$ cat src/rtl/cdt_pkg.sv
// ----------------------------------------------------------------------------
// cdt_pkg
// Shared types, constants and helper functions of the countdown timer:
// payload structs, register indexes, bcd arithmetic and segment decoding.
// ----------------------------------------------------------------------------
`default_nettype none

package cdt_pkg;

  // configuration register indexes
  localparam int unsigned CFG_IDX_W = 2;
  localparam logic [CFG_IDX_W-1:0] CFG_TICK_LEN  = 2'd0;
  localparam logic [CFG_IDX_W-1:0] CFG_SEC_LEN   = 2'd1;
  localparam logic [CFG_IDX_W-1:0] CFG_REP_DELAY = 2'd2;
  localparam int unsigned CFG_DATA_W = 16;

  // register reset values
  localparam logic [7:0]  TICK_LEN_RST  = 8'd10;
  localparam logic [15:0] SEC_LEN_RST   = 16'd1000;
  localparam logic [15:0] REP_DELAY_RST = 16'd450;

  // hold time and repeat timing
  localparam logic [15:0] HOLD_MAX      = 16'hFFFF;
  localparam logic [15:0] HOLD_STEP_1   = 16'd800;
  localparam logic [15:0] HOLD_STEP_2   = 16'd1600;
  localparam logic [15:0] HOLD_STEP_3   = 16'd3000;
  localparam logic [15:0] REP_IVL_SLOW  = 16'd200;
  localparam logic [15:0] REP_IVL_MID   = 16'd120;
  localparam logic [15:0] REP_IVL_FAST  = 16'd70;
  localparam logic [15:0] REP_IVL_TOP   = 16'd40;

  // counter kept as four bcd digits, ones in element 0
  typedef logic [3:0]      bcd_digit_t;
  typedef logic [3:0][3:0] bcd_t;

  // input item
  typedef struct packed {
    logic start_key_n;
    logic up_key_n;
    logic down_key_n;
  } in_t;

  // result item
  typedef struct packed {
    logic [13:0] count_value;
    logic        is_running;
    logic [6:0]  seg_ones;
    logic [6:0]  seg_tens;
    logic [6:0]  seg_hundreds;
    logic [6:0]  seg_thousands;
  } out_t;

  // timing settings shared by both repeat keys
  typedef struct packed {
    logic [7:0]  tick_len;
    logic [15:0] rep_delay;
  } key_cfg_t;

  // repeat interval for a given hold time
  function automatic logic [15:0] rep_interval(logic [15:0] hold);
    if (hold < HOLD_STEP_1) begin
      return REP_IVL_SLOW;
    end else if (hold < HOLD_STEP_2) begin
      return REP_IVL_MID;
    end else if (hold < HOLD_STEP_3) begin
      return REP_IVL_FAST;
    end
    return REP_IVL_TOP;
  endfunction

  // bcd increment, 9999 wraps to 0
  function automatic bcd_t bcd_inc(bcd_t v);
    bcd_t r;
    logic c;
    r = v;
    c = 1'b1;
    for (int i = 0; i < 4; i++) begin
      if (c) begin
        if (r[i] == 4'd9) begin
          r[i] = 4'd0;
        end else begin
          r[i] = r[i] + 4'd1;
          c    = 1'b0;
        end
      end
    end
    return r;
  endfunction

  // bcd decrement, stays at 0
  function automatic bcd_t bcd_dec_sat(bcd_t v);
    bcd_t r;
    logic b;
    r = v;
    b = (v != '0);
    for (int i = 0; i < 4; i++) begin
      if (b) begin
        if (r[i] == 4'd0) begin
          r[i] = 4'd9;
        end else begin
          r[i] = r[i] - 4'd1;
          b    = 1'b0;
        end
      end
    end
    return r;
  endfunction

  // bcd to binary by constant weights
  function automatic logic [13:0] bcd_to_bin(bcd_t v);
    return ({10'd0, v[3]} * 14'd1000) + ({10'd0, v[2]} * 14'd100)
         + ({10'd0, v[1]} * 14'd10) + {10'd0, v[0]};
  endfunction

  // seven-segment pattern, bit0 = segment a
  function automatic logic [6:0] seg_of(bcd_digit_t d);
    logic [6:0] s;
    case (d)
      4'd0:    s = 7'h3F;
      4'd1:    s = 7'h06;
      4'd2:    s = 7'h5B;
      4'd3:    s = 7'h4F;
      4'd4:    s = 7'h66;
      4'd5:    s = 7'h6D;
      4'd6:    s = 7'h7D;
      4'd7:    s = 7'h07;
      4'd8:    s = 7'h7F;
      4'd9:    s = 7'h6F;
      default: s = 7'h00;
    endcase
    return s;
  endfunction

endpackage

`default_nettype wire

$ cat src/rtl/countdown_timer_with_repeat_keys.sv
// ----------------------------------------------------------------------------
// countdown_timer_with_repeat_keys
// Tick-driven countdown timer with start/stop and auto-repeat set keys,
// giving the count, the running flag and four seven-segment patterns.
// ----------------------------------------------------------------------------
// Output: the result of a tick is registered and valid in the cycle after its transfer.
// Throughput: one tick per cycle; the output register lets a new tick in
// while its result drains, so only a stalled full output register holds input.
// Reset: asynchronous, active low; count 0, stopped, keys released and
// configuration registers at 10 ms tick, 1000 ms step and 450 ms delay.
`default_nettype none

module countdown_timer_with_repeat_keys import cdt_pkg::*; (
  input  wire logic                 clk_i,
  input  wire logic                 rst_ni,
  // configuration write channel
  input  wire logic                 cfg_valid_i,
  output logic                      cfg_ready_o,
  input  wire logic [CFG_IDX_W-1:0] cfg_index_i,
  input  wire logic [CFG_DATA_W-1:0] cfg_data_i,
  // tick input
  input  wire logic                 in_valid_i,
  output logic                      in_stall_o,
  input  wire in_t                  in_data_i,
  // result output
  output logic                      out_valid_o,
  input  wire logic                 out_stall_i,
  output out_t                      out_data_o
);

  logic [7:0]  tick_len_q;
  logic [15:0] sec_len_q;
  logic [15:0] rep_delay_q;
  key_cfg_t    key_cfg;

  logic        start_last_q;
  logic        run_q, run_d, run_a;
  logic [15:0] accum_q, accum_d;
  bcd_t        cnt_q, cnt_d, cnt_a, cnt_b;
  logic [16:0] sec_sum;
  logic        in_acc;
  logic        up_fire, dn_fire;
  logic        out_valid_q;
  out_t        out_data_q, out_d;

  // configuration registers, always ready
  assign cfg_ready_o = 1'b1;

  always_ff @(posedge clk_i or negedge rst_ni) begin
    if (!rst_ni) begin
      tick_len_q  <= TICK_LEN_RST;
      sec_len_q   <= SEC_LEN_RST;
      rep_delay_q <= REP_DELAY_RST;
    end else if (cfg_valid_i) begin
      case (cfg_index_i)
        CFG_TICK_LEN:  tick_len_q  <= cfg_data_i[7:0];
        CFG_SEC_LEN:   sec_len_q   <= cfg_data_i;
        CFG_REP_DELAY: rep_delay_q <= cfg_data_i;
        default: ;
      endcase
    end
  end

  assign key_cfg.tick_len  = tick_len_q;
  assign key_cfg.rep_delay = rep_delay_q;

  // handshake: stall only when a result waits and is held downstream
  assign in_stall_o = out_valid_q & out_stall_i;
  assign in_acc     = in_valid_i & ~in_stall_o;

  // repeat keys
  cdt_key u_up_key (
    .clk_i    (clk_i),
    .rst_ni   (rst_ni),
    .accept_i (in_acc),
    .key_n_i  (in_data_i.up_key_n),
    .cfg_i    (key_cfg),
    .fire_o   (up_fire)
  );

  cdt_key u_dn_key (
    .clk_i    (clk_i),
    .rst_ni   (rst_ni),
    .accept_i (in_acc),
    .key_n_i  (in_data_i.down_key_n),
    .cfg_i    (key_cfg),
    .fire_o   (dn_fire)
  );

  // start toggle, key steps, then countdown
  assign run_a   = run_q ^ (start_last_q & ~in_data_i.start_key_n);
  assign cnt_a   = up_fire ? bcd_inc(cnt_q) : cnt_q;
  assign cnt_b   = dn_fire ? bcd_dec_sat(cnt_a) : cnt_a;
  assign sec_sum = {1'b0, accum_q} + {9'd0, tick_len_q};

  always_comb begin
    run_d   = run_a;
    cnt_d   = cnt_b;
    accum_d = '0;
    if (run_a) begin
      if (sec_sum >= {1'b0, sec_len_q}) begin
        if (cnt_b != '0) begin
          cnt_d = bcd_dec_sat(cnt_b);
        end else begin
          run_d = 1'b0;
        end
      end else begin
        accum_d = sec_sum[15:0];
      end
    end
  end

  // timer state
  always_ff @(posedge clk_i or negedge rst_ni) begin
    if (!rst_ni) begin
      start_last_q <= 1'b1;
      run_q        <= 1'b0;
      accum_q      <= '0;
      cnt_q        <= '0;
    end else if (in_acc) begin
      start_last_q <= in_data_i.start_key_n;
      run_q        <= run_d;
      accum_q      <= accum_d;
      cnt_q        <= cnt_d;
    end
  end

  // result formatting
  assign out_d.count_value   = bcd_to_bin(cnt_d);
  assign out_d.is_running    = run_d;
  assign out_d.seg_ones      = seg_of(cnt_d[0]);
  assign out_d.seg_tens      = seg_of(cnt_d[1]);
  assign out_d.seg_hundreds  = seg_of(cnt_d[2]);
  assign out_d.seg_thousands = seg_of(cnt_d[3]);

  // output register
  always_ff @(posedge clk_i or negedge rst_ni) begin
    if (!rst_ni) begin
      out_valid_q <= 1'b0;
    end else begin
      out_valid_q <= in_acc | (out_valid_q & out_stall_i);
    end
  end

  always_ff @(posedge clk_i) begin
    if (in_acc) begin
      out_data_q <= out_d;
    end
  end

  assign out_valid_o = out_valid_q;
  assign out_data_o  = out_data_q;

  // checks
  a_count_range: assert property (@(posedge clk_i) disable iff (!rst_ni)
    out_valid_o |-> (out_data_o.count_value <= 14'd9999))
    else $error("count out of range");

  a_valid_from_transfer: assert property (@(posedge clk_i) disable iff (!rst_ni)
    $rose(out_valid_q) |-> $past(in_acc))
    else $error("result without input transfer");

  a_accum_idle: assert property (@(posedge clk_i) disable iff (!rst_ni)
    in_acc |=> (run_q || (accum_q == 16'd0)))
    else $error("second accumulator kept while stopped");

  a_no_spurious_start: assert property (@(posedge clk_i) disable iff (!rst_ni)
    (in_acc && !run_q && !(start_last_q && !in_data_i.start_key_n)) |=> !run_q)
    else $error("timer started without start press");

endmodule

`default_nettype wire

$ cat src/rtl/cdt_key.sv
// ----------------------------------------------------------------------------
// cdt_key
// One auto-repeat key: press edge detect, saturating hold timer and a
// repeat accumulator whose interval shortens as the hold goes on.
// ----------------------------------------------------------------------------
`default_nettype none

module cdt_key import cdt_pkg::*; (
  input  wire logic     clk_i,
  input  wire logic     rst_ni,
  input  wire logic     accept_i,
  input  wire logic     key_n_i,
  input  wire key_cfg_t cfg_i,
  output logic          fire_o
);

  logic        last_q, last_d;
  logic [15:0] hold_q, hold_d;
  logic [15:0] acc_q, acc_d;
  logic        press;
  logic [16:0] hold_sum;
  logic [16:0] acc_sum;
  logic [15:0] hold_sat;
  logic [15:0] acc_sat;

  // saturating sums of the tick length
  assign hold_sum = {1'b0, hold_q} + {9'd0, cfg_i.tick_len};
  assign hold_sat = hold_sum[16] ? HOLD_MAX : hold_sum[15:0];
  assign acc_sum  = {1'b0, acc_q} + {9'd0, cfg_i.tick_len};
  assign acc_sat  = acc_sum[16] ? HOLD_MAX : acc_sum[15:0];
  assign press    = last_q & ~key_n_i;

  // next key state and fire decision
  always_comb begin
    last_d = key_n_i;
    hold_d = hold_q;
    acc_d  = acc_q;
    fire_o = 1'b0;
    if (press) begin
      hold_d = '0;
      acc_d  = '0;
      fire_o = 1'b1;
    end else if (!key_n_i) begin
      hold_d = hold_sat;
      if (hold_sat >= cfg_i.rep_delay) begin
        if (acc_sat >= rep_interval(hold_sat)) begin
          acc_d  = '0;
          fire_o = 1'b1;
        end else begin
          acc_d = acc_sat;
        end
      end
    end else begin
      hold_d = '0;
      acc_d  = '0;
    end
  end

  // state update per transfer
  always_ff @(posedge clk_i or negedge rst_ni) begin
    if (!rst_ni) begin
      last_q <= 1'b1;
      hold_q <= '0;
      acc_q  <= '0;
    end else if (accept_i) begin
      last_q <= last_d;
      hold_q <= hold_d;
      acc_q  <= acc_d;
    end
  end

endmodule

`default_nettype wire
$ cat config.mk
export PLATFORM = sky130hd
export DESIGN_NAME = countdown_timer_with_repeat_keys
export DESIGN_NICKNAME = d
export VERILOG_FILES = /design/src/rtl/cdt_pkg.sv /design/src/rtl/countdown_timer_with_repeat_keys.sv /design/src/rtl/cdt_key.sv
export SDC_FILE = /design/constraint.sdc
export NUM_CORES = 1
export LEC_CHECK = 0
export BUFFER_PORTS_ARGS = -buffer_cell sky130_fd_sc_hd__clkbuf_2
export CORE_ASPECT_RATIO = 0.5
export CORE_MARGIN = 4
export CORE_UTILIZATION = 40
export CTS_CLUSTER_SIZE = 28
export DETAILED_ROUTE_END_ITERATION = 10
export HOLD_SLACK_MARGIN = 0.02
export PLACE_DENSITY = 0.65
export SYNTH_ARGS = -nofsm -noshare
export SYNTH_HDL_FRONTEND = slang
export SYNTH_HIERARCHICAL = 1
export SYNTH_SLANG_ARGS = --single-unit
export TNS_END_PERCENT = 100
$ cat constraint.sdc
create_clock -name clk_i -period 13.2 [get_ports clk_i]
set_input_delay 0.66 -clock clk_i [delete_from_list [all_inputs] [get_ports clk_i]]
set_output_delay 0.66 -clock clk_i [all_outputs]
set_load 0.005 [all_outputs]
Yosys cells after proc, flatten, opt, wreduce, memory -nomap -nowiden
Memories as Yosys holds them, arrays and structs flattened. A register that Yosys moved wholly into a read port is not among the register bits.
Cells that the tools add are included.
{"block": "word_totals", "reg_bits": 156, "mem_bits_ro": 448, "input_bits": 26, "out_inout_bits": 46, "elab_cells": 199, "memories": 4}
{"block": "classes", "add_sub_neg": 20, "multipliers": 3, "magnitude_cmp": 11, "eq_ne": 6, "muxes": 107, "bitwise_logic": 11, "reduce_logical": 18}
{"name": "(no name shown)", "depth": 16, "width": 7, "rd": 1, "rd_ports_with_merged_regs": 1, "write_ports": 0, "line_no": "cdt_pkg.sv:118", "source": "case (d)"}
{"name": "(no name shown)", "depth": 16, "width": 7, "rd": 1, "rd_ports_with_merged_regs": 1, "write_ports": 0, "line_no": "cdt_pkg.sv:118"}
{"name": "(no name shown)", "depth": 16, "width": 7, "rd": 1, "rd_ports_with_merged_regs": 1, "write_ports": 0, "line_no": "cdt_pkg.sv:118"}
{"name": "(no name shown)", "depth": 16, "width": 7, "rd": 1, "rd_ports_with_merged_regs": 1, "write_ports": 0, "line_no": "cdt_pkg.sv:118"}
{"op": "$mux W16", "n": 37}
{"op": "$mux W4", "n": 22}
{"op": "$add A16 B8 Y17", "n": 5}
{"op": "$ge A16 B16 Y1", "n": 4}
{"op": "$mux W1", "n": 48}
{"op": "$logic_not A4 Y1", "n": 8}
{"op": "$lt A16 B10 Y1 const B", "n": 2}
{"op": "$lt A16 B11 Y1 const B", "n": 2}
{"op": "$lt A16 B12 Y1 const B", "n": 2}
{"op": "$reduce_bool A16 Y1", "n": 2}
{"op": "$sub A4 B1 Y4 const B", "n": 8}
{"op": "$ge A17 B16 Y1", "n": 1}
{"op": "$add A4 B1 Y4 const B", "n": 4}
{"op": "$eq A4 B4 Y1 const B", "n": 4}
{"op": "$add A14 B11 Y14", "n": 1}
{"op": "$add A14 B4 Y14", "n": 1}
{"op": "$add A14 B8 Y14", "n": 1}
{"op": "$mul A4 B7 Y11 const B", "n": 1}
{"op": "$reduce_and A2 Y1", "n": 5}
{"op": "$mul A4 B5 Y9 const B", "n": 1}
{"op": "$mul A4 B3 Y7 const B", "n": 1}
{"op": "$reduce_bool A3 Y1", "n": 2}
{"op": "$and A1 B1 Y1", "n": 5}
{"op": "$not A1 Y1", "n": 4}
{"op": "5 further kinds", "n": 5}

Logic depth before layout (Yosys ltp)
Gate-level depths: netlist of the first run.
{"block": "depth", "word_depth": 47, "depth_mapped": 59, "ltp_nobuf": 57}

By module
Netlist of the first run, hierarchy kept.
{"mod": "countdown_timer_with_repeat_keys", "n_inst": 1, "cells_per_inst": 912, "area_per_inst_um2": 9213.8, "seq_area_each_um2": 3184.3}
{"mod": "cdt_key at u_up_key", "n_inst": 1, "cells_per_inst": 383, "area_per_inst_um2": 3258.1, "seq_area_each_um2": 827.0}
{"mod": "cdt_key at u_dn_key", "n_inst": 1, "cells_per_inst": 364, "area_per_inst_um2": 3181.8, "seq_area_each_um2": 827.0}

Worst setup path before layout of the first run
OpenSTA, ideal clock, no wires.
{"block": "synth_timing", "kind": "reg-to-reg", "from": "register tick_len_q[0]", "to": "register out_data_q, in the netlist out_data_o[42] (data pin)", "setup_time_ns": 0.260, "arrival_ns": 11.568, "required_time_ns": 12.940, "slack_ns": 1.372, "path_stages_with_launch": 50, "n_path_buf": 0, "synth_period_minus_slack_ns": 11.828, "path_cell_list": "dfrtp_1 ha_1 fa_1 a211oi_2 o211ai_2 a41oi_1 o22ai_1 nor4_4 o221a_2 or2b_1 ha_1 nor2b_1 o211ai_1 a21boi_0 a211oi_1 or2_2 a211oi_4 o221a_1 (+14 left out) nor3_4 mux2i_4 ha_1 fa_1 inv_1 fa_1 inv_1 fa_1 ha_1 ha_1 and2_1 o21ai_0 nand2b_1 a21oi_1 o21bai_1 a21o_1 a21oi_1 xnor2_1"}
{"item": "start, declared", "line_no": "countdown_timer_with_repeat_keys.sv:31", "source": "logic [7:0] tick_len_q;"}
{"item": "start signal, assigned", "line_no": "countdown_timer_with_repeat_keys.sv:56", "source": "CFG_TICK_LEN: tick_len_q <= cfg_data_i[7:0];"}
{"item": "end signal, assigned", "line_no": "countdown_timer_with_repeat_keys.sv:147", "source": "out_data_q <= out_d;"}
{"item": "end, declared", "line_no": "countdown_timer_with_repeat_keys.sv:44", "source": "out_t out_data_q, out_d;"}

==> results.tsv, run 1 <==
stage	metric	value	unit
synth	post-synthesis sequential area ratio	30.9	%
worst_setup_path	startpoint types	register	
worst_setup_path	crit-path max FO	12	
power_and_ir_drop	Leak Pwr	8.39	nW
synth	synth unique cells	119	
sta	setup TNS	0	ns
drt	drt drc	0	
die	chip height	148	um
drt	remaining antenna violation count	0	
cts	Root Driver	clkbuf_16	
sta	Fin Hold WS	0.224	ns
cells_and_area	antenna cells	0	
die	Core Rows	50	
synth	most frequent cells after synthesis	193 x ha_1, 174 x inv_1, 128 x nand2_1	
synth	predominant post-synthesis flop cell	dfrtp_1	
drt	Routed wire per std cell	16.6	um
sta	Final min period	12.36	ns
cells_and_area	Nets	1977	
sta	Final setup viols	0	
sta	Worst slew margin	36.8	%
run_status	status	finished clean	
worst_setup_path	reg2reg path depth	49	
synth	dominant cell by count in the synthesized netlist	ha_1	
global_routing	largest net degree at the start of global routing	77	
sta	Least-Margin Pin Slew	0.945	ns
cells_and_area	Area Growth Syn to Fin	10.6	%
synth	cell count after synthesis	1659	
global_routing	antenna violations before repair	0	
synth	EDFF count, synth	43	
global_routing	vias in the first global route	12000	
sta	final hold vios	0	
worst_setup_path	WP data required	13.42	ns
cts	# resized after CTS	0	
sta	RSZ-0062 raised after global routing	no	
cts	Clock Tree Buf Depth	2	
hold_path	Tightest Hold Check Type	primary input to async pin	
place	DP Wirelength	28500	um
place	Inst Count DP	2237	
global_routing	Tot GR Track Use	18.1	%
die	Die X	288	um
worst_setup_path	crit path kind	register to register	
sta	final clock skew	0.0186	ns
drt	vias after detailed routing	12300	
global_routing	gr ovfl total	0	
synth	Avg Synthesized Cell Area	9.44	um^2
die	core area	38000	um^2
drt	Vias per Instance	5.43	
synth	top-area cell type share of the netlist area	20.1	%
die	Die ar.	42600	um^2
synth	synth top area cells	dfrtp_1 20%, ha_1 15%, edfxtp_1 8.2%	
place	IO buf count	70	
power_and_ir_drop	Max VDD drop	68.1	uV
sta	Final period util	93.6	%
cts	CTS tree	done	
die	Initial Utilization	41.2	%
place	routability cong.	0.902	
power_and_ir_drop	power per cell area	146	nW/um^2
global_routing	global-route wire length before repair	62700	um
cts	worst skew pair latency	0.47	ns
cts	H-tree depth	4	
sta	Fmax	80.9	MHz
cells_and_area	Cell Count, Final, Fillers Out	2269	
drt	aggregate routed wire length	37800	um
synth	ys async rst share	76.6	%
cells_and_area	Fillers	3638	
synth	YS warnings	6	
sta	Max Slew Vio Count	0	
cells_and_area	Final Util	45.6	%
run	Max Cap Viol	0	
synth	syn nets	1900	
synth	Post-Syn Area	15700	um^2
cts	# clock sinks	184	
worst_setup_path	Worst setup EP type	register	
cells_and_area	layout cells sized above 1	16.0	%
worst_setup_path	crit path DAT	12.57	ns
cts	hold_buf cts	0	
worst_setup_path	Worst path slowest cell	or4_4	
synth	Yosys top cell by area	dfrtp_1	
drt	DRT Pass-1 Iters	5	
cts	CTS buffer count	17	
die	Boundary Pins	72	
drt	initial drt markers	740	
cts	number of post-CTS setup repair buffers	0	
cts	Clock Pin Slew Worst Setup and Hold Paths	0.08	ns
worst_setup_path	critical path's largest stage delay	0.52	ns
synth	Seq cells post-synth	184	
==> cells by family after synthesis <==
family | after synthesis | synth area share, %
AND/OR/NAND/NOR | 481 | 16.9
adder cells (fa/ha/maj) | 216 | 18.3
flip-flops | 184 | 30.9
other | 1 | 0.0240
buffers and inverters | 215 | 5.35
multiplexers | 75 | 5.50
XOR/XNOR | 65 | 3.64
AO/OA/AOI/OAI | 422 | 19.3
==> worst max-delay path, delay by kind of cell, from the launching register on <==
family	cells	cell delay, ns
mux	2	0.85
flops	1	0.38
fa+ha+maj	10	3.23
simple gates	12	2.99
buf+inv	6	0.67
compound gates	17	3.63
xor+xnor	2	0.34
==> where the power goes <==
group | internal [W] | leakage [nW] | switching [W]
sequential | 0.000705 | 2.20 | 0.0000803
clock | 0.000273 | 0.299 | 0.000265
combinational | 0.000487 | 5.89 | 0.000710
==> layout make-up <==
class	count	area [um^2]	share of cell area [%]
clock buffer	17	425	2.46
clock inverter	15	179	1.03
inverter	176	662	3.82
multi-input combinational	1260	9990	57.7
sequential	184	4840	28.0
tap	520	651	3.76
timing repair buffer	97	559	3.23
==> metal layers <==
metal | share of wire (%) | track usage, % | vias up
met2 | 47 | 30.6 | 173
li1 | - | - | 6165
met4 | 1.3 | 3.65 | 0
met1 | 49 | 24.4 | 5949
met3 | 2.8 | 3.31 | 33
met5 | 0 | 0 | -
==> placed cells by master (no fill, tap or decap), types with 16 or more instances in the layout <==
master     count
clkbuf_2      69
or3_1         19
clkbuf_16     17
edfxtp_1      43
dfrtp_1      126
o21ai_0       78
a31oi_1       16
nand2_1      128
nor2_1        84
nor3_1        25
nand3_1       34
mux2_2        50
fa_1          22
a21o_1        34
nand2b_1      19
ha_1         193
o22ai_1       18
and2_1        36
xnor2_1       42
nor2b_1       16
a21oi_1       84
and3_1        19
mux2i_1       19
a22o_1        22
inv_1        172
xor2_1        23
o21a_1        16
buf_4         27
==> final timing paths <==
check | start | end | slack (ns)
hold / removal | rst_ni | u_dn_key/acc_q[3] | 0.22
hold reg to reg | start_last_q | start_last_q | 0.46
setup reg to reg | tick_len_q[0] | out_data_o[42] | 0.84
max in group asynchronous | rst_ni | accum_q[8] | 11.62
setup / recovery | tick_len_q[0] | out_data_o[42] | 0.84
min in group clk_i | in_data_i[2] | start_last_q | 0.39
==> metrics by stage <==
stage               setup slack (ns)  area (um^2)  power (W)
CTS                            0.633        17300    0.00254
global route                0.000668        17300    0.00273
detailed placement             0.670        16700    0.00198
floorplan                       1.37        15700    0.00166
global placement               0.887        16700    0.00197
finish                         0.844        17300    0.00252
==> flip-flops by register name, indices dropped and copies added (netlist names), 8 cells and up <==
name	count
sec_len_q	16
out_data_o	43
u_up_key/acc_q	16
accum_q	16
u_dn_key/acc_q	16
tick_len_q	8
rep_delay_q	16
cnt_q	16
u_dn_key/hold_q	16
u_up_key/hold_q	16
Power figures use the tool's default switching activity.
==> run 2, diff against run 1 <==
PLACE_DENSITY = unset   (was 0.65)
==> run 2 against run 1 <==
Maximum frequency shrank 0.75%. Register-to-register slack worse by 0.09 ns. Flip-flop and latch count unchanged. Cell count increased by 0.22%. Clock-buffer cell count grew 1. Design area grew 0.27%. Worst hold slack improved by 0.056 ns. Power is essentially flat. Via count about the same. Critical endpoint unchanged. Highest routed layer unchanged.
==> results.tsv, run 2 (synthesized netlist as in run 1, its figures left out) <==
stage	metric	value	unit	change
global_routing	global-route wire length before repair	63400	um	was 62,700 um
power_and_ir_drop	Leak Pwr	8.40	nW	was 8.39 nW
drt	Routed wire per std cell	16.9	um	was 16.6 um
sta	final clock skew	0.0140	ns	was 0.0186 ns
cts	CTS tree	done		unchanged
cells_and_area	Nets	1982		was 1,977
sta	final hold vios	0		unchanged
cts	worst skew pair latency	0.46	ns	was 0.47 ns
worst_setup_path	crit path DAT	12.66	ns	was 12.57 ns
place	DP Wirelength	28900	um	was 28,500 um
sta	Final setup viols	0		unchanged
global_routing	Tot GR Track Use	18.4	%	was 18.1%
worst_setup_path	crit-path max FO	9		was 12
sta	Worst slew margin	38.1	%	was 36.8%
hold_path	Tightest Hold Check Type	primary input to async pin		unchanged
global_routing	gr ovfl total	0		unchanged
cells_and_area	layout cells sized above 1	16.1	%	was 16.0%
die	Die ar.	42600	um^2	unchanged
drt	DRT Pass-1 Iters	5		unchanged
cts	H-tree depth	4		unchanged
worst_setup_path	crit path kind	register to register		unchanged
drt	drt drc	0		unchanged
cts	Clock Pin Slew Worst Setup and Hold Paths	0.08	ns	about the same
worst_setup_path	critical path's largest stage delay	0.48	ns	was 0.52 ns
place	pre-CTS setup slack	0.700	ns	was 0.670 ns
run_status	status	finished clean		unchanged
place	routability cong.	0.895		was 0.902
sta	Least-Margin Pin Slew	0.928	ns	was 0.945 ns
global_routing	antenna violations before repair	0		unchanged
power_and_ir_drop	Power, Total	0.00252	W	about the same
cells_and_area	post-layout instance area	17400	um^2	was 17,300 um^2
worst_setup_path	reg2reg path depth	55		was 49
global_routing	largest net degree at the start of global routing	94		was 77
worst_setup_path	most used cell, CP	ha_1		
die	Die X	288	um	unchanged
cells_and_area	Final Util	45.7	%	was 45.6%
place	Post-DP Area	16700	um^2	unchanged
die	Core Rows	50		unchanged
cts	# clock sinks	184		unchanged
drt	Vias per Instance	5.42		was 5.43
place	IO buf count	70		unchanged
cells_and_area	number of flip-flops in the largest register	43		unchanged
die	chip height	148	um	unchanged
sta	Fmax	80.3	MHz	was 80.9 MHz
power_and_ir_drop	power per cell area	145	nW/um^2	was 146 nW/um^2
worst_setup_path	Critical Path Stages	55		was 49
drt	aggregate routed wire length	38500	um	was 37,800 um
worst_setup_path	FF-to-FF Start	tick_len_q[0]		unchanged
run	Max Cap Viol	0		unchanged
drt	initial drt markers	860		was 740
power_and_ir_drop	Max VDD drop	102	uV	was 68.1 uV
worst_setup_path	Worst setup EP type	register		unchanged
sta	setup TNS	0	ns	unchanged
worst_setup_path	WP data required	13.41	ns	was 13.42 ns
cells_and_area	commonest non-fill, non-tap cell in the layout	ha_1		unchanged
worst_setup_path	CP delay by family, top	compound AO/OA/AOI/OAI gates		unchanged
worst_setup_path	Worst path slowest cell	fa_1		was or4_4
sta	Final period util	94.3	%	was 93.6%
die	Initial Utilization	41.2	%	unchanged
sta	Final WS setup	0.751	ns	was 0.844 ns
sta	Max Slew Vio Count	0		unchanged
cts	Root Driver	clkbuf_16		unchanged
worst_setup_path	Buf+Inv Stages, Crit Path	9		was 6
cells_and_area	Most flops, register	out_data_o		unchanged
cells_and_area	most frequent cells in the layout	193 x ha_1, 173 x inv_1, 128 x nand2_1, 126 x dfrtp_1		was 193 x ha_1, 172 x inv_1, 128 x nand2_1, 126 x dfrtp_1
die	core area	38000	um^2	unchanged
cells_and_area	antenna cells	0		unchanged
drt	vias after detailed routing	12300		about the same
global_routing	vias in the first global route	12200		was 12,000
worst_setup_path	crit path from	tick_len_q[0]		unchanged
worst_setup_path	startpoint types	register		unchanged
die	Boundary Pins	72		unchanged
sta	Final min period	12.45	ns	was 12.36 ns
drt	remaining antenna violation count	0		unchanged
cells_and_area	Area Growth Syn to Fin	10.9	%	was 10.6%
cts	CTS buffer count	17		unchanged
cts	Clock Tree Buf Depth	2		unchanged
## run 2: area by class of cell
| type | count | area (um^2) |
|---|---|---|
| Clock buffer | 18 | 439 |
| Clock inverter | 14 | 168 |
| Sequential cell | 184 | 4840 |
| Fill cell | 3684 | 20600 |
| Multi-Input combinational cell | 1260 | 10000 |
| Tap cell | 520 | 651 |
| Timing Repair Buffer | 102 | 597 |
| Inverter | 176 | 662 |
## run 2: timing repair
item | in CTS | in global routing
hold buffers | 0 | 0
gates resized for setup | 0 | 4
setup buffers | 0 | 5
setup endpoints to repair | 0 | 3
## run 2: power breakdown
| group | internal (W) | switching [W] | leakage [nW] |
|---|---|---|---|
| registers | 0.000705 | 0.0000844 | 2.20 |
| clock network | 0.000289 | 0.000252 | 0.288 |
| logic | 0.000486 | 0.000705 | 5.91 |
## run 2: final timing paths
kind                                       to  slack, ns
max                            out_data_o[42]       0.75
min                                 cnt_q[14]       0.28
max reg2reg                    out_data_o[42]       0.75
min reg2reg                      start_last_q       0.45
max in group asynchronous  u_dn_key/acc_q[12]      11.67
min in group clk_i               start_last_q       0.39
## run 2: stage by stage
step	std cells	hold slack, ns
finish	2274	0.280
global route	2274	0.356
CTS	2269	0.325
detailed placement	2237	0.448
global placement	2237	0.442
floorplan	1659	0.364
## run 2: metal layers
metal	vias up	global-route usage [%]	share of wire [%]
met5	-	0	0
met4	0	4.91	1.7
li1	6162	-	-
met3	39	3.08	3.2
met2	190	31.2	47
met1	5933	24.4	48
